## config.mk

```make
export PLATFORM = sky130hd
export DESIGN_NAME = gated_ar_envelope_with_phase_drift
export DESIGN_NICKNAME = d
export VERILOG_FILES = /design/src/hdl/gaenv_pkg.sv /design/src/hdl/gaenv_div.sv /design/src/hdl/gaenv_ctrl.sv /design/src/hdl/gaenv_dp.sv /design/src/hdl/gated_ar_envelope_with_phase_drift.sv
export SDC_FILE = /design/constraint.sdc
export NUM_CORES = 1
export LEC_CHECK = 0
export BUFFER_PORTS_ARGS = -buffer_cell sky130_fd_sc_hd__buf_2
export CORE_MARGIN = 2
export CORE_UTILIZATION = 40
export CTS_BUF_LIST = sky130_fd_sc_hd__clkbuf_16
export CTS_CLUSTER_SIZE = 28
export DETAILED_ROUTE_END_ITERATION = 7
export SYNTH_ARGS = -nofsm -noshare
export SYNTH_HDL_FRONTEND = slang
export SYNTH_SLANG_ARGS = --single-unit
```

## constraint.sdc

```tcl
create_clock -name clk_i -period 21.9 [get_ports clk_i]
set_input_delay 2.19 -clock clk_i [delete_from_list [all_inputs] [get_ports clk_i]]
set_output_delay 2.19 -clock clk_i [all_outputs]
set_load 0.01 [all_outputs]
```

## src/hdl/gaenv_pkg.sv

```systemverilog
`timescale 1ns / 1ps

package gaenv_pkg;

  // Fixed-point format of the envelope and level (Q1.16, one = 2^16)
  localparam int ENV_FRAC_BITS = 16;
  localparam int ENV_W         = ENV_FRAC_BITS + 1;
  localparam logic [ENV_W-1:0] ENV_ONE = ENV_W'(1 << ENV_FRAC_BITS);

  // Times at or below this many 1/65536 s make the envelope jump
  localparam int ENV_JUMP_LIMIT = 6;

  // Field and register widths
  localparam int DT_W       = 16;
  localparam int ATK_W      = 17;
  localparam int REL_W      = 19;
  localparam int SPD_W      = 17;
  localparam int AMT_W      = 17;
  localparam int PHASE_OUT_W = 32;

  // Phase format: Q.22 rings, increment = round(dt*speed / 2^11)
  localparam int PHASE_FRAC_BITS = 22;
  localparam int PHASE_SHIFT     = 11;

  // Serial divider: (dt << 16) / time
  localparam int DIV_W  = DT_W + ENV_FRAC_BITS;
  localparam int DIV_CW = $clog2(DIV_W);

  // Shared multiplier operand widths
  localparam int MUL_A_W = 17;
  localparam int MUL_B_W = 18;
  localparam int PROD_W  = MUL_A_W + MUL_B_W;

  // Configuration port
  localparam int CFG_IDX_W  = 2;
  localparam int CFG_DATA_W = REL_W;

  typedef enum logic [CFG_IDX_W-1:0] {
    CFG_ATTACK  = 2'd0,
    CFG_RELEASE = 2'd1,
    CFG_SPEED   = 2'd2,
    CFG_AMOUNT  = 2'd3
  } cfg_idx_e;

  localparam logic [ATK_W-1:0] ATK_RESET = ATK_W'(3277);
  localparam logic [REL_W-1:0] REL_RESET = REL_W'(52429);
  localparam logic [SPD_W-1:0] SPD_RESET = SPD_W'(32768);
  localparam logic [AMT_W-1:0] AMT_RESET = AMT_W'(0);

  typedef struct packed {
    logic            gate_level;
    logic            trigger_level;
    logic [DT_W-1:0] time_step;
  } in_req_t;

  typedef struct packed {
    logic [ENV_W-1:0]       envelope;
    logic [ENV_W-1:0]       level;
    logic [PHASE_OUT_W-1:0] drift_phase;
  } out_req_t;

  typedef enum logic [3:0] {
    ST_IDLE,
    ST_DIV,
    ST_ENV,
    ST_SQ,
    ST_PHASE,
    ST_SMOOTH,
    ST_CURVE,
    ST_BLEND,
    ST_LEVEL
  } state_e;

  typedef enum logic [1:0] {
    MUL_SQ,
    MUL_PH,
    MUL_SM,
    MUL_BL
  } mul_sel_e;

  typedef struct packed {
    logic     accept;
    logic     env_upd;
    logic     cap_q;
    logic     cap_phase;
    logic     cap_m;
    logic     load_out;
    mul_sel_e mul_sel;
  } cmd_t;

  typedef struct packed {
    logic div_done;
    logic out_free;
  } sts_t;

endpackage

```

## src/hdl/gaenv_div.sv

```systemverilog
`timescale 1ns / 1ps

module gaenv_div (
  input  logic                          clk_i,
  input  logic                          rst_ni,
  input  logic                          start_i,
  input  logic [gaenv_pkg::DIV_W-1:0]   numer_i,
  input  logic [gaenv_pkg::REL_W-1:0]   denom_i,
  output logic                          done_o,
  output logic [gaenv_pkg::DIV_W-1:0]   quot_o
);
  import gaenv_pkg::*;

  logic              busy_q, busy_d;
  logic [DIV_CW-1:0] cnt_q, cnt_d;
  logic [REL_W-1:0]  rem_q, rem_d;
  logic [REL_W-1:0]  den_q;
  logic [DIV_W-1:0]  quo_q, quo_d;
  logic [REL_W:0]    trial;
  logic [REL_W:0]    diff;
  logic              fits;

  // One restoring step: shift in the next numerator bit, subtract if it fits
  always_comb begin
    trial  = {rem_q, quo_q[DIV_W-1]};
    diff   = trial - {1'b0, den_q};
    fits   = trial >= {1'b0, den_q};
    rem_d  = fits ? diff[REL_W-1:0] : trial[REL_W-1:0];
    quo_d  = {quo_q[DIV_W-2:0], fits};
    cnt_d  = cnt_q + DIV_CW'(1);
    busy_d = busy_q && (cnt_q != DIV_CW'(DIV_W - 1));
  end

  assign done_o = busy_q && (cnt_q == DIV_CW'(DIV_W - 1));
  assign quot_o = quo_q;

  // Sequence control
  always_ff @(posedge clk_i or negedge rst_ni) begin
    if (!rst_ni) begin
      busy_q <= 1'b0;
      cnt_q  <= '0;
    end else if (start_i) begin
      busy_q <= 1'b1;
      cnt_q  <= '0;
    end else if (busy_q) begin
      busy_q <= busy_d;
      cnt_q  <= cnt_d;
    end
  end

  // Remainder and quotient shift register
  always_ff @(posedge clk_i) begin
    if (start_i) begin
      rem_q <= '0;
      quo_q <= numer_i;
      den_q <= denom_i;
    end else if (busy_q) begin
      rem_q <= rem_d;
      quo_q <= quo_d;
    end
  end

endmodule

```

## src/hdl/gaenv_ctrl.sv

```systemverilog
`timescale 1ns / 1ps

module gaenv_ctrl (
  input  logic            clk_i,
  input  logic            rst_ni,
  input  logic            in_valid_i,
  output logic            in_stall_o,
  input  gaenv_pkg::sts_t sts_i,
  output gaenv_pkg::cmd_t cmd_o
);
  import gaenv_pkg::*;

  state_e state_q, state_d;

  // State register
  always_ff @(posedge clk_i or negedge rst_ni) begin
    if (!rst_ni) begin
      state_q <= ST_IDLE;
    end else begin
      state_q <= state_d;
    end
  end

  // Next state and datapath commands
  always_comb begin
    state_d       = state_q;
    cmd_o         = '0;
    cmd_o.mul_sel = MUL_SQ;
    in_stall_o    = 1'b1;
    case (state_q)
      ST_IDLE: begin
        in_stall_o = 1'b0;
        if (in_valid_i) begin
          cmd_o.accept = 1'b1;
          state_d      = ST_DIV;
        end
      end
      ST_DIV: begin
        if (sts_i.div_done) begin
          state_d = ST_ENV;
        end
      end
      ST_ENV: begin
        cmd_o.env_upd = 1'b1;
        state_d       = ST_SQ;
      end
      ST_SQ: begin
        cmd_o.mul_sel = MUL_SQ;
        state_d       = ST_PHASE;
      end
      ST_PHASE: begin
        cmd_o.cap_q   = 1'b1;
        cmd_o.mul_sel = MUL_PH;
        state_d       = ST_SMOOTH;
      end
      ST_SMOOTH: begin
        cmd_o.cap_phase = 1'b1;
        cmd_o.mul_sel   = MUL_SM;
        state_d         = ST_CURVE;
      end
      ST_CURVE: begin
        cmd_o.cap_m = 1'b1;
        state_d     = ST_BLEND;
      end
      ST_BLEND: begin
        cmd_o.mul_sel = MUL_BL;
        state_d       = ST_LEVEL;
      end
      ST_LEVEL: begin
        // hold the blend product until the output register frees up
        cmd_o.mul_sel = MUL_BL;
        if (sts_i.out_free) begin
          cmd_o.load_out = 1'b1;
          state_d        = ST_IDLE;
        end
      end
      default: begin
        state_d = ST_IDLE;
      end
    endcase
  end

endmodule

```

## src/hdl/gaenv_dp.sv

```systemverilog
`timescale 1ns / 1ps

module gaenv_dp #(
  parameter int PHASE_WRAP_RINGS = 1024
) (
  input  logic                              clk_i,
  input  logic                              rst_ni,
  input  logic                              cfg_we_i,
  input  logic [gaenv_pkg::CFG_IDX_W-1:0]   cfg_idx_i,
  input  logic [gaenv_pkg::CFG_DATA_W-1:0]  cfg_data_i,
  input  gaenv_pkg::in_req_t                in_data_i,
  output logic                              out_valid_o,
  input  logic                              out_stall_i,
  output gaenv_pkg::out_req_t               out_data_o,
  input  gaenv_pkg::cmd_t                   cmd_i,
  output gaenv_pkg::sts_t                   sts_o
);
  import gaenv_pkg::*;

  localparam int PH_W   = $clog2(PHASE_WRAP_RINGS) + PHASE_FRAC_BITS;
  localparam int EXT_W  = (PH_W > PHASE_OUT_W) ? PH_W : PHASE_OUT_W;
  localparam int INC_W  = PROD_W - PHASE_SHIFT;
  localparam logic [PH_W:0] PH_MOD =
    (PH_W + 1)'(PHASE_WRAP_RINGS) << PHASE_FRAC_BITS;
  localparam logic [PROD_W-1:0] PH_RND = PROD_W'(1) << (PHASE_SHIFT - 1);
  localparam logic [PROD_W-1:0] ENV_RND = PROD_W'(1) << (ENV_FRAC_BITS - 1);
  localparam logic [MUL_B_W-1:0] SM_THREE = MUL_B_W'(3) << ENV_FRAC_BITS;
  localparam int RND_W = PROD_W - ENV_FRAC_BITS;

  // Round half up and drop the fraction of a product
  function automatic logic [RND_W-1:0] rnd_frac(input logic [PROD_W-1:0] p);
    logic [PROD_W-1:0] s;
    s = p + ENV_RND;
    return s[PROD_W-1:ENV_FRAC_BITS];
  endfunction

  // Configuration and state registers
  logic [ATK_W-1:0] attack_q;
  logic [REL_W-1:0] release_q;
  logic [SPD_W-1:0] speed_q;
  logic [AMT_W-1:0] amount_q;
  logic             gate_held_q, trig_last_q, armed_q, active_q;
  logic [DT_W-1:0]  dt_q;
  logic [ENV_W-1:0] env_q, env_d;
  logic             armed_d;
  logic [PH_W-1:0]  phase_q;
  logic [ENV_W-1:0] sq_q, m_q;
  logic [PROD_W-1:0] prod_q;
  logic             out_valid_q;
  out_req_t         out_q;

  // Edge detection on the incoming request
  logic os_edge, active_in;
  logic [REL_W-1:0] denom;
  logic div_done;
  logic [DIV_W-1:0] quot;

  always_comb begin
    os_edge = armed_q;
    if (in_data_i.gate_level && !gate_held_q) begin
      os_edge = 1'b0;
    end
    if (in_data_i.trigger_level && !trig_last_q) begin
      os_edge = 1'b1;
    end
    active_in = in_data_i.gate_level || os_edge;
    denom     = active_in ? REL_W'(attack_q) : release_q;
  end

  gaenv_div u_div (
    .clk_i   (clk_i),
    .rst_ni  (rst_ni),
    .start_i (cmd_i.accept),
    .numer_i ({in_data_i.time_step, ENV_FRAC_BITS'(0)}),
    .denom_i (denom),
    .done_o  (div_done),
    .quot_o  (quot)
  );

  // Envelope step: rise by the quotient or fall by it, with jumps and clamps
  logic [DIV_W:0] env_sum;

  always_comb begin
    env_sum = {1'b0, DIV_W'(env_q)} + {1'b0, quot};
    env_d   = env_q;
    armed_d = armed_q;
    if (active_q) begin
      if (attack_q <= ATK_W'(ENV_JUMP_LIMIT) || env_sum >= (DIV_W + 1)'(ENV_ONE)) begin
        env_d   = ENV_ONE;
        armed_d = 1'b0;
      end else begin
        env_d = env_sum[ENV_W-1:0];
      end
    end else begin
      if (release_q <= REL_W'(ENV_JUMP_LIMIT)) begin
        env_d = '0;
      end else if (DIV_W'(env_q) > quot) begin
        env_d = env_q - quot[ENV_W-1:0];
      end else begin
        env_d = '0;
      end
    end
  end

  // Shared multiplier with operand selection
  logic [MUL_A_W-1:0] mul_a;
  logic [MUL_B_W-1:0] mul_b;
  logic [ENV_W-1:0]   amount_sat;

  always_comb begin
    amount_sat = (amount_q > ENV_ONE) ? ENV_ONE : amount_q;
    case (cmd_i.mul_sel)
      MUL_SQ: begin
        mul_a = env_q;
        mul_b = MUL_B_W'(env_q);
      end
      MUL_PH: begin
        mul_a = speed_q;
        mul_b = MUL_B_W'(dt_q);
      end
      MUL_SM: begin
        mul_a = sq_q;
        mul_b = SM_THREE - {env_q, 1'b0};
      end
      MUL_BL: begin
        mul_a = ENV_ONE - amount_sat;
        mul_b = MUL_B_W'(ENV_ONE - m_q);
      end
      default: begin
        mul_a = '0;
        mul_b = '0;
      end
    endcase
  end

  always_ff @(posedge clk_i) begin
    prod_q <= PROD_W'(mul_a) * PROD_W'(mul_b);
  end

  // Phase advance with one conditional wrap
  logic [PROD_W-1:0] ph_rnd;
  logic [INC_W-1:0]  ph_inc;
  logic [PH_W:0]     ph_sum;
  logic [PH_W-1:0]   phase_d;

  always_comb begin
    ph_rnd  = prod_q + PH_RND;
    ph_inc  = ph_rnd[PROD_W-1:PHASE_SHIFT];
    ph_sum  = {1'b0, phase_q} + (PH_W + 1)'(ph_inc);
    phase_d = (ph_sum >= PH_MOD) ? PH_W'(ph_sum - PH_MOD) : ph_sum[PH_W-1:0];
  end

  // Smoothstep and level from the product register
  logic [RND_W-1:0] prod_rnd;
  logic [ENV_W-1:0] m_d, level_d;
  logic [EXT_W-1:0] phase_ext;

  always_comb begin
    prod_rnd  = rnd_frac(prod_q);
    m_d       = (prod_rnd > RND_W'(ENV_ONE)) ? ENV_ONE : prod_rnd[ENV_W-1:0];
    level_d   = ENV_ONE - prod_rnd[ENV_W-1:0];
    phase_ext = EXT_W'(phase_q);
  end

  // Configuration writes
  always_ff @(posedge clk_i or negedge rst_ni) begin
    if (!rst_ni) begin
      attack_q  <= ATK_RESET;
      release_q <= REL_RESET;
      speed_q   <= SPD_RESET;
      amount_q  <= AMT_RESET;
    end else if (cfg_we_i) begin
      case (cfg_idx_i)
        CFG_ATTACK:  attack_q  <= cfg_data_i[ATK_W-1:0];
        CFG_RELEASE: release_q <= cfg_data_i[REL_W-1:0];
        CFG_SPEED:   speed_q   <= cfg_data_i[SPD_W-1:0];
        CFG_AMOUNT:  amount_q  <= cfg_data_i[AMT_W-1:0];
        default: ;
      endcase
    end
  end

  // Tick state: edge history, one-shot, envelope, phase
  always_ff @(posedge clk_i or negedge rst_ni) begin
    if (!rst_ni) begin
      gate_held_q <= 1'b0;
      trig_last_q <= 1'b0;
      armed_q     <= 1'b0;
      env_q       <= '0;
      phase_q     <= '0;
    end else begin
      if (cmd_i.accept) begin
        gate_held_q <= in_data_i.gate_level;
        trig_last_q <= in_data_i.trigger_level;
        armed_q     <= os_edge;
      end else if (cmd_i.env_upd) begin
        armed_q     <= armed_d;
      end
      if (cmd_i.env_upd) begin
        env_q <= env_d;
      end
      if (cmd_i.cap_phase) begin
        phase_q <= phase_d;
      end
    end
  end

  // Per-request working values
  always_ff @(posedge clk_i) begin
    if (cmd_i.accept) begin
      dt_q     <= in_data_i.time_step;
      active_q <= active_in;
    end
    if (cmd_i.cap_q) begin
      sq_q <= prod_rnd[ENV_W-1:0];
    end
    if (cmd_i.cap_m) begin
      m_q <= m_d;
    end
  end

  // Output register: load when free, drop valid once taken
  always_ff @(posedge clk_i or negedge rst_ni) begin
    if (!rst_ni) begin
      out_valid_q <= 1'b0;
    end else if (cmd_i.load_out) begin
      out_valid_q <= 1'b1;
    end else if (!out_stall_i) begin
      out_valid_q <= 1'b0;
    end
  end

  always_ff @(posedge clk_i) begin
    if (cmd_i.load_out) begin
      out_q.envelope    <= env_q;
      out_q.level       <= level_d;
      out_q.drift_phase <= phase_ext[PHASE_OUT_W-1:0];
    end
  end

  assign sts_o.div_done = div_done;
  assign sts_o.out_free = !out_valid_q || !out_stall_i;
  assign out_valid_o    = out_valid_q;
  assign out_data_o     = out_q;

endmodule

```

## src/hdl/gated_ar_envelope_with_phase_drift.sv

```systemverilog
`timescale 1ns / 1ps
// Flow: a request passes through the divider (32 divider steps), the envelope
//   update, the square, phase, smoothstep, curve and blend steps on the shared
//   multiplier and the output load, which waits while the output register is full.
// One request is in flight at a time; a new request is taken while a result waits.
// Reset (rst_ni low, asynchronous): envelope, phase and edge history clear,
//   registers return to their defaults, no result is pending.
module gated_ar_envelope_with_phase_drift #(
  parameter int PHASE_WRAP_RINGS = 1024
) (
  input  logic                              clk_i,
  input  logic                              rst_ni,
  input  logic                              cfg_we_i,
  input  logic [gaenv_pkg::CFG_IDX_W-1:0]   cfg_idx_i,
  input  logic [gaenv_pkg::CFG_DATA_W-1:0]  cfg_data_i,
  input  logic                              in_valid_i,
  output logic                              in_stall_o,
  input  gaenv_pkg::in_req_t                in_data_i,
  output logic                              out_valid_o,
  input  logic                              out_stall_i,
  output gaenv_pkg::out_req_t               out_data_o
);
  import gaenv_pkg::*;

  cmd_t cmd;
  sts_t sts;

  gaenv_ctrl u_ctrl (
    .clk_i      (clk_i),
    .rst_ni     (rst_ni),
    .in_valid_i (in_valid_i),
    .in_stall_o (in_stall_o),
    .sts_i      (sts),
    .cmd_o      (cmd)
  );

  gaenv_dp #(
    .PHASE_WRAP_RINGS (PHASE_WRAP_RINGS)
  ) u_dp (
    .clk_i       (clk_i),
    .rst_ni      (rst_ni),
    .cfg_we_i    (cfg_we_i),
    .cfg_idx_i   (cfg_idx_i),
    .cfg_data_i  (cfg_data_i),
    .in_data_i   (in_data_i),
    .out_valid_o (out_valid_o),
    .out_stall_i (out_stall_i),
    .out_data_o  (out_data_o),
    .cmd_i       (cmd),
    .sts_o       (sts)
  );

endmodule

```

# ---- Word level (Yosys, flattened, before mapping)
# Cells that the tools add are included.
dict set report word_totals {
  word_cells 130
  register_bits 355
  output_inout_bits 68
  input_bits 44
}
dict set report op_classes {
  reduce_logical 25
  order_cmp 8
  n_mul 1
  n_addsub 12
  eq_ne 20
  mux 38
}
# operator count
set op_table {}
lappend op_table {{17-bit 2-to-1 mux} 6}
lappend op_table {{32-bit 2-to-1 mux} 3}
lappend op_table {{18-bit one-hot mux with 4 select lines} 1}
lappend op_table {{17-bit one-hot mux with 4 select lines} 1}
lappend op_table {{4-bit one-hot mux with 9 select lines} 1}
lappend op_table {{35-bit by 11-bit adder with 35-bit output, second input constant} 1}
lappend op_table {{35-bit by 16-bit adder with 35-bit output, second input constant} 1}
lappend op_table {{17-bit by 18-bit multiplier with 35-bit output} 1}
lappend op_table {{17-bit subtractor, first input constant} 2}
lappend op_table {{17-bit by 32-bit adder with 33-bit output} 1}
lappend op_table {{32-bit by 24-bit adder with 33-bit output} 1}
lappend op_table {{33-bit by 17-bit greater-or-equal comparator with 1-bit output, second input constant} 1}
lappend op_table {{33-bit greater-or-equal comparator, second input constant} 1}
lappend op_table {{17-bit by 32-bit greater-than comparator with 1-bit output} 1}
lappend op_table {{32-bit by 1-bit subtractor with 32-bit output, second input constant} 1}
lappend op_table {{20-bit by 19-bit greater-or-equal comparator with 1-bit output} 1}
lappend op_table {{19-bit by 17-bit greater-than comparator with 1-bit output, second input constant} 1}
lappend op_table {{19-bit by 3-bit <= comparator with 1-bit output, second input constant} 1}
lappend op_table {{1-bit 2-to-1 mux} 19}
lappend op_table {{19-bit 2-to-1 mux} 1}
lappend op_table {{19-bit subtractor} 1}
lappend op_table {{17-bit by 17-bit subtractor with 18-bit output, first input constant} 1}
lappend op_table {{18-bit subtractor, first input constant} 1}
lappend op_table {{17-bit greater-than comparator, second input constant} 1}
lappend op_table {{25 further kinds} 54}

# ---- Longest topological paths before layout
# Gate-level depths: netlist (run 1).
dict set report logic_depth {
  word_depth 7
  depth_mapped 35
  mapped_depth_nobuf 34
}

# ---- Modules after synthesis
# From an unflattened synthesis (run 1), not the netlist that was laid out.
dict set report hier_totals {
  hier_cells 2958
  area_unflattened_um2 29407.0
}
# mod area_each_um2 cells_each seq_area_each_um2 instances
set modules_own_cells {}
lappend modules_own_cells {gaenv_dp 25086.6 2571 7113.1 1}
lappend modules_own_cells {gaenv_div 4047.6 352 2062.0 1}
lappend modules_own_cells {gaenv_ctrl 272.8 35 100.1 1}

# ---- Worst setup path after synthesis (run 1)
# OpenSTA, ideal clock, no wires.
dict set report synth_path {
  path_type {flip-flop to flip-flop}
  from {register u_dp.amount_q[2]}
  to {register u_dp.prod_q[28]}
  n_path_buf 2
  t_required_ps 21828
  setup_ps 72
  t_arrival_ps 8534
  setup_slack_ps 13294
  synth_period_minus_slack_ps 8606
  stages_incl_launch_ff 35
  cell_sequence {dfrtp_1 > or4_1 > or3_1 > nor3_1 > nand2_1 > o21ai_1 > nand4_1 > o31ai_1 > o21ai_1 > and3_1 > nor2_1 > buf_2 > nand2_1 > fa_1 > inv_1 > fa_1 > inv_1 > fa_1 > inv_1 > fa_1 > fa_1 > inv_1 > fa_1 > inv_1 > ha_1 > a21oi_1 > nand2_1 > a21o_1 > a41oi_1 > o211ai_1 > o22a_1 > and2_1 > clkbuf_1 > a41oi_1 > xnor2_1}
}
dict set report synth_between {
  elab_chain_cells 5
}
# item line_no
set synth_rtl {}
lappend synth_rtl {{start, declared} gaenv_dp.sv:41} ;# logic [AMT_W-1:0] amount_q;
lappend synth_rtl {{start signal, assigned} gaenv_dp.sv:177} ;# CFG_AMOUNT: amount_q <= cfg_data_i[AMT_W-1:0];
lappend synth_rtl {{17-bit greater-than comparator} gaenv_dp.sv:111} ;# amount_sat = (amount_q > ENV_ONE) ? ENV_ONE : amount_q;
lappend synth_rtl {{17-bit 2-to-1 mux (*)} gaenv_dp.sv:111}
lappend synth_rtl {{17-bit subtractor (*)} gaenv_dp.sv:126} ;# mul_a = ENV_ONE - amount_sat;
lappend synth_rtl {{17-bit one-hot mux with 4 select lines (*)} gaenv_dp.sv:112} ;# case (cmd_i.mul_sel)
lappend synth_rtl {{17-bit by 18-bit multiplier with 35-bit output (*)} gaenv_dp.sv:137} ;# prod_q <= PROD_W'(mul_a) * PROD_W'(mul_b);
lappend synth_rtl {{end signal, assigned} gaenv_dp.sv:137}
lappend synth_rtl {{end, declared} gaenv_dp.sv:48} ;# logic [PROD_W-1:0] prod_q;
# Every way passes the cells marked *; elsewhere a longest branch is shown, timed or not.
# A chain may end at the register's enable or synchronous reset.

# ---- Worst setup path after layout (run 1)
dict set report layout_path {
  from {register u_dp.amount_q[2]}
  to {register u_dp.prod_q[34]}
}
# The elaborated chain is that of the path after synthesis.

==> impl_metrics.ini, run 1 <==
[clock_network]
tritoncts = done
numClockSinks = 345
maximum_buffer_depth_of_the_clock_tree = 3
worst_skew_pair.late_latency_ps = 600
cts.repair.resized = 0
root_buffer = clkbuf_16
number_of_levels_the_h_tree_was_split_into = 2
number_of_post_cts_setup_repair_buffers = 0
holdBufCountCts = 0
cts-buffers-inserted = 43
clkTransAtPathRegs_ps = 60

[layout]
areaGrowthSynthToFinish_pct = 10.86
final_cell_area_mm2 = 0.03185
drive_gt1_share_pct = 11.75
num-nets-final = 3616
postLayoutCoreUtil_pct = 44.71

[grt]
wire_length_of_the_first_global_routing_pass_um = 130900
grt_pass1_vias = 22430
grtUsageTotal_pct = 22.42
grt_max_degree = 84
overflow = 0
grt_antenna_before_repair = 1

[sta]
tightestPinTransition_ps = 1201
finalSetupViolCount = 0
final_min_period_over_clock_period_pct = 47.12
max_clock_freq_mhz = 96.90
min_period_ps = 10320
hold_violations = 0
clock-skew-final_ps = 37.79
timing.setup.tns_ps = 0
rsz0062_at_grt = no
max_slew_margin_pct = 19.36
slew_viol_final = 0
hold-worst-slack_ps = 473.3

[place]
place.port_buffers = 111
dpl-instance-area_mm2 = 0.03044
replace_congestion = 0.9171
detailed_place_hpwl_um = 61710

[die]
placement_rows = 98
die_width_um = 272.0
core_region_area_mm2 = 0.07124
die_height_um = 272.0
total_die_area_mm2 = 0.07399
io_pins = 112
start_util_pct = 40.33

[setup_path]
path_max_fanout = 13
timing.reg2reg.worst_path_depth = 32
worst_setup_path_start_kind = flip-flop
timing_worst_setup_path_type = reg -> reg
cp_top_family = adder cells
worstSetupEndpointType = flip-flop
critical_path.max_stage_delay_ps = 930
critical_path_data_arrival_time_ps = 10810
crit_required_ps = 22390
r2r_slack_ps = 11580
cp_common_cell = fa_1
crit_path_top_delay_cell = nor2_1
number_of_gates_on_the_worst_path_with_buffers_counted = 32
timing.critical_path.buf_inv = 5

[status]
run_status = finished, final reports clean

[synthesis]
synth.net_count = 3532
yosys_register_bits = 345
synth_edf_count = 152
syn_area_per_cell_um2 = 9.405
postSynth.asyncResetShare_pct = 38.55
synth_largest_type_area_fraction_pct = 16.79
synthTopCellsByArea = fa_1 (17%), edfxtp_1 (16%), dfrtp_1 (10%), ha_1 (8.4%), nand2_1 (5.1%)
post-synth-top-area-cell = fa_1
netlist_area_mm2 = 0.02873
synth_top_flop_cell = edfxtp_1
post_synth_inst_count = 3055
ys_types = 78
synth_seq_area_share_pct = 31.72
synth.yosys.warnings = 0

[worst_hold_path]
min_path_cells = 2
hp-class = reg -> reg

[detailed_routing]
violation_count_after_the_first_detailed_routing_iteration = 1817
ant_nets = 0
via_per_inst = 5.378
wl_um = 81230
drtPass1Iterations = 6
drcViolationCount = 0
wl_per_cell_um = 19.69
dr_total_vias = 22190

[flow_run]
cap_violations = 0
## cell usage after synthesis (5+ instances only)
cell type,instances
a2111oi_0,5
a211oi_1,14
a21o_1,23
a21oi_1,133
a221o_1,14
a221oi_1,15
a31oi_1,20
a41oi_1,5
and2_1,40
and3_1,16
and4_1,5
buf_1,6
buf_2,13
clkbuf_1,103
dfrtp_1,116
dfstp_2,17
dfxtp_1,60
edfxtp_1,152
fa_1,241
ha_1,192
inv_1,383
mux2_2,89
mux2i_1,34
nand2_1,387
nand2b_1,26
nand3_1,68
nand3b_1,6
nand4_1,25
nor2_1,232
nor2b_1,35
nor3_1,82
nor4_1,39
o211ai_1,13
o21a_1,22
o21ai_0,108
o21ai_1,10
o21bai_1,15
o22ai_1,5
o31ai_1,23
or2_2,13
or3_1,12
or4_1,17
xnor2_1,119
xor2_1,43
## state kept, by name (all words and copies together) (netlist names), 5 cells and up
| name | count |
|---|---|
| u_dp.env_q | 17 |
| u_dp.u_div.cnt_q | 5 |
| u_dp.phase_ext | 32 |
| u_dp.prod_q | 25 |
| u_dp.release_q | 19 |
| u_dp.u_div.quot_o | 32 |
| u_dp.m_q | 17 |
| u_dp.u_div.rem_q | 19 |
| u_dp.speed_q | 17 |
| u_dp.dt_q | 16 |
| u_dp.u_div.den_q | 19 |
| u_dp.out_data_o | 66 |
| u_dp.amount_q | 17 |
| u_dp.sq_q | 17 |
| u_dp.attack_q | 17 |
## logic make-up after synthesis
logic type      after synthesis  share of synthesized area (%)
simple gates               1020                          16.53
xor+xnor                    162                          4.938
buf+inv                     508                          6.732
fa+ha+maj                   433                          25.15
flops                       345                          31.72
mux                         123                          4.673
compound gates              464                          10.25
## tightest hold or removal path: cells and delay by family (launching register included)
family,cells,cell delay [ps]
simple gates,2,100
flops,1,340
## metal layers
metal | track usage (%) | part of all wire (%)
met1 | 31.37 | 45
met5 | 0 | 0
met4 | 6.044 | 2.5
met2 | 35.71 | 46
met3 | 4.126 | 7.0
## placed cells by master (no fill, tap or decap), drive strengths merged, types with 17 or more instances in the layout
| cell | count |
|---|---|
| inv | 395 |
| nand2 | 387 |
| fa | 241 |
| nor2 | 234 |
| ha | 192 |
| buf | 163 |
| edfxtp | 152 |
| a21oi | 133 |
| xnor2 | 119 |
| o21ai | 118 |
| dfrtp | 116 |
| mux2 | 89 |
| nor3 | 83 |
| nand3 | 68 |
| dfxtp | 60 |
| xor2 | 43 |
| clkbuf | 43 |
| and2 | 40 |
| nor4 | 39 |
| nor2b | 35 |
| mux2i | 34 |
| nand2b | 26 |
| nand4 | 26 |
| o31ai | 23 |
| a21o | 23 |
| o21a | 22 |
| a31oi | 20 |
| clkinv | 20 |
| or4 | 18 |
| dfstp | 17 |
## metrics by stage
stage	std cells	setup WS, ps
finish	4125	11580
global route	4124	10890
detailed placement	4044	11660
global placement	4044	11730
CTS	4124	11650
floorplan	3055	13290
## layout make-up
cell class,count,area (µm²)
Inverter,384,1441
Fill cell,6927,39390
Tap cell,950,1189
Clock buffer,43,1076
Timing Repair Buffer,163,952.2
Clock inverter,37,334.1
Sequential cell,345,9116
Multi-Input combinational cell,2202,17740
Antenna cell,1,2.502
## final timing paths
| check | start | endpoint |
|---|---|---|
| max reg2reg | u_dp.amount_q[2] | u_dp.prod_q[34] |
| max | u_dp.amount_q[2] | u_dp.prod_q[34] |
| max in group asynchronous | rst_ni | u_dp.phase_ext[0] |
| min reg2reg | u_dp.gate_held_q | u_dp.gate_held_q |
| min | u_dp.gate_held_q | u_dp.gate_held_q |
| min in group asynchronous | rst_ni | u_dp.gate_held_q |
Power of run 1 is left out: the tool's default activity adds up to more than one toggle a clock period on the data nets, which glitch-free logic cannot reach.
==> run 2: changes to the inputs <==
clock period = 9.1 ns   (was 21.9 ns; I/O delays follow)
==> run 2 against run 1 <==
Routed wire length rose by 1.5%. Non-clock buffer count rose by 55. Die area did not move. Clock-buffer cell count did not move. Register-to-register slack got worse by 11000 ps. Worst hold slack got worse by 130 ps. Largest cell class unchanged.
==> impl_metrics.ini, run 2 (synthesized netlist as in run 1, its figures left out) <==
[setup_path]
rr_endpoint = u_dp.prod_q[34]
timing.critical_path.to = u_dp.prod_q[34]
timing.reg2reg.worst_path_depth = 32
worstSetupEndpointType = flip-flop
crit-reg2reg-launch = u_dp.amount_q[2]
r2r_slack_ps = 420
cp_common_cell = fa_1
crit_required_ps = 9640
crit_path_top_delay_cell = or4_4
path_max_fanout = 10
worst_setup_path_start_kind = flip-flop
critical_path.max_stage_delay_ps = 570
critical_path_origin = u_dp.amount_q[2]
timing_worst_setup_path_type = reg -> reg
critical_path_data_arrival_time_ps = 9220

[clock_network]
numClockSinks = 345
root_buffer = clkbuf_16
number_of_levels_the_h_tree_was_split_into = 2
clkTransAtPathRegs_ps = 60
maximum_buffer_depth_of_the_clock_tree = 3
cts-buffers-inserted = 42
tritoncts = done
worst_skew_pair.late_latency_ps = 610

[die]
io_pins = 112
die_height_um = 272.0
core_region_area_mm2 = 0.07124
start_util_pct = 40.33
placement_rows = 98
total_die_area_mm2 = 0.07399
die_width_um = 272.0

[layout]
final_common_cell = inv_1
fill_cells = 6920
num-nets-final = 3670
multiInputGateArea_mm2 = 0.01777
instances_no_fill = 4178
largest_register_ffs = 66
mostFrequentLayoutCells = inv_1 (397), nand2_1 (387), fa_1 (241)
register_area_mm2 = 0.009116
drive_gt1_share_pct = 13.20
postLayoutCoreUtil_pct = 45.26
areaGrowthSynthToFinish_pct = 12.23

[place]
detailed_place_hpwl_um = 63550
place.port_buffers = 111
cells_after_dpl = 4097
replace_congestion = 0.9471

[detailed_routing]
drtPass1Iterations = 5
via_per_inst = 5.390
wl_per_cell_um = 19.73
ant_nets = 0
drcViolationCount = 0
dr_total_vias = 22520
wl_um = 82450
violation_count_after_the_first_detailed_routing_iteration = 1564

[grt]
overflow = 0
met1_track_utilization_from_global_routing_pct = 31.31
use_met2_pct = 36.74
wire_length_of_the_first_global_routing_pass_um = 130900
globalRoute.busiestLayer = met2
grt_max_degree = 85
grtUsageTotal_pct = 22.60
grtUsageMet3_pct = 3.764
grt_pass1_vias = 22560
grt_antenna_before_repair = 0

[sta]
tightestPinTransition_ps = 1104
min_period_ps = 8681
finalSetupViolCount = 0
max_slew_margin_pct = 25.88
max_clock_freq_mhz = 115.2
slew_viol_final = 0
timing.setup.tns_ps = 0
hold-worst-slack_ps = 346.1
hold_violations = 0
clock-skew-final_ps = 45.36
final_min_period_over_clock_period_pct = 95.40

[flow_run]
cap_violations = 0

[status]
run_status = finished, final reports clean

[worst_hold_path]
hp-class = in -> async
[run 2: cell types whose count changed in the layout (fill, tap and decap cells not counted), moves of 2 or more]
cell,previous run,this run
a31oi_1,18,20
inv_1,388,397
buf_4,52,106
clkinv_2,10,6
clkinv_1,7,4
a31oi_2,2,0
inv_6,3,1
a41oi_1,5,3
a41oi_2,0,2
[run 2: cell type report]
| class | count | share of cell area, % |
|---|---|---|
| clock inverters | 35 | 0.8692 |
| repair buffers | 218 | 4.245 |
| inverters | 384 | 4.470 |
| well taps | 950 | 3.686 |
| diodes | 1 | 0.007760 |
| flip-flops and latches | 345 | 28.27 |
| multi-input cells | 2202 | 55.11 |
| clock buffers | 43 | 3.337 |
[run 2: per-stage QoR]
stage | worst slack (ps) | area (µm²)
after floorplan | 493.9 | 28730
after global placement | 284.5 | 30820
after detailed placement | 172.5 | 30820
after CTS | 143.6 | 32180
after global routing | -56.77 | 32240
final | 418.7 | 32250
[run 2: critical path: cells and delay by family, from the launching register on]
kind / cells / cell delay (ps)
compound gates: 9 / 2170
buf+inv: 5 / 530
simple gates: 9 / 1950
fa+ha+maj: 7 / 3260
xor+xnor: 2 / 280
flops: 1 / 420
[run 2: routing by layer]
metal	part of all wire [%]	routed length, µm
met3	6.2	5112
met4	2.6	2163
met5	0	0
met2	46	38140
met1	45	37030
[run 2: how the worst min path moves through the flow]
stage,startpoint,endpoint,cells past startpoint
global route,rst_ni,u_dp.gate_held_q,1
finish,rst_ni,u_dp.gate_held_q,1
detailed placement,u_dp.trig_last_q,u_dp.trig_last_q,2
floorplan,u_dp.gate_held_q,u_dp.gate_held_q,2
CTS,rst_ni,u_dp.release_q[18],1
global placement,u_dp.trig_last_q,u_dp.trig_last_q,2
[run 2: what timing repair did]
action                     4_1_cts  5_1_grt
buffers inserted                 0        2
gates resized for setup          0       12
setup endpoints to repair        0       10
hold buffers                     0        0
Power of run 2 is left out for the same reason.
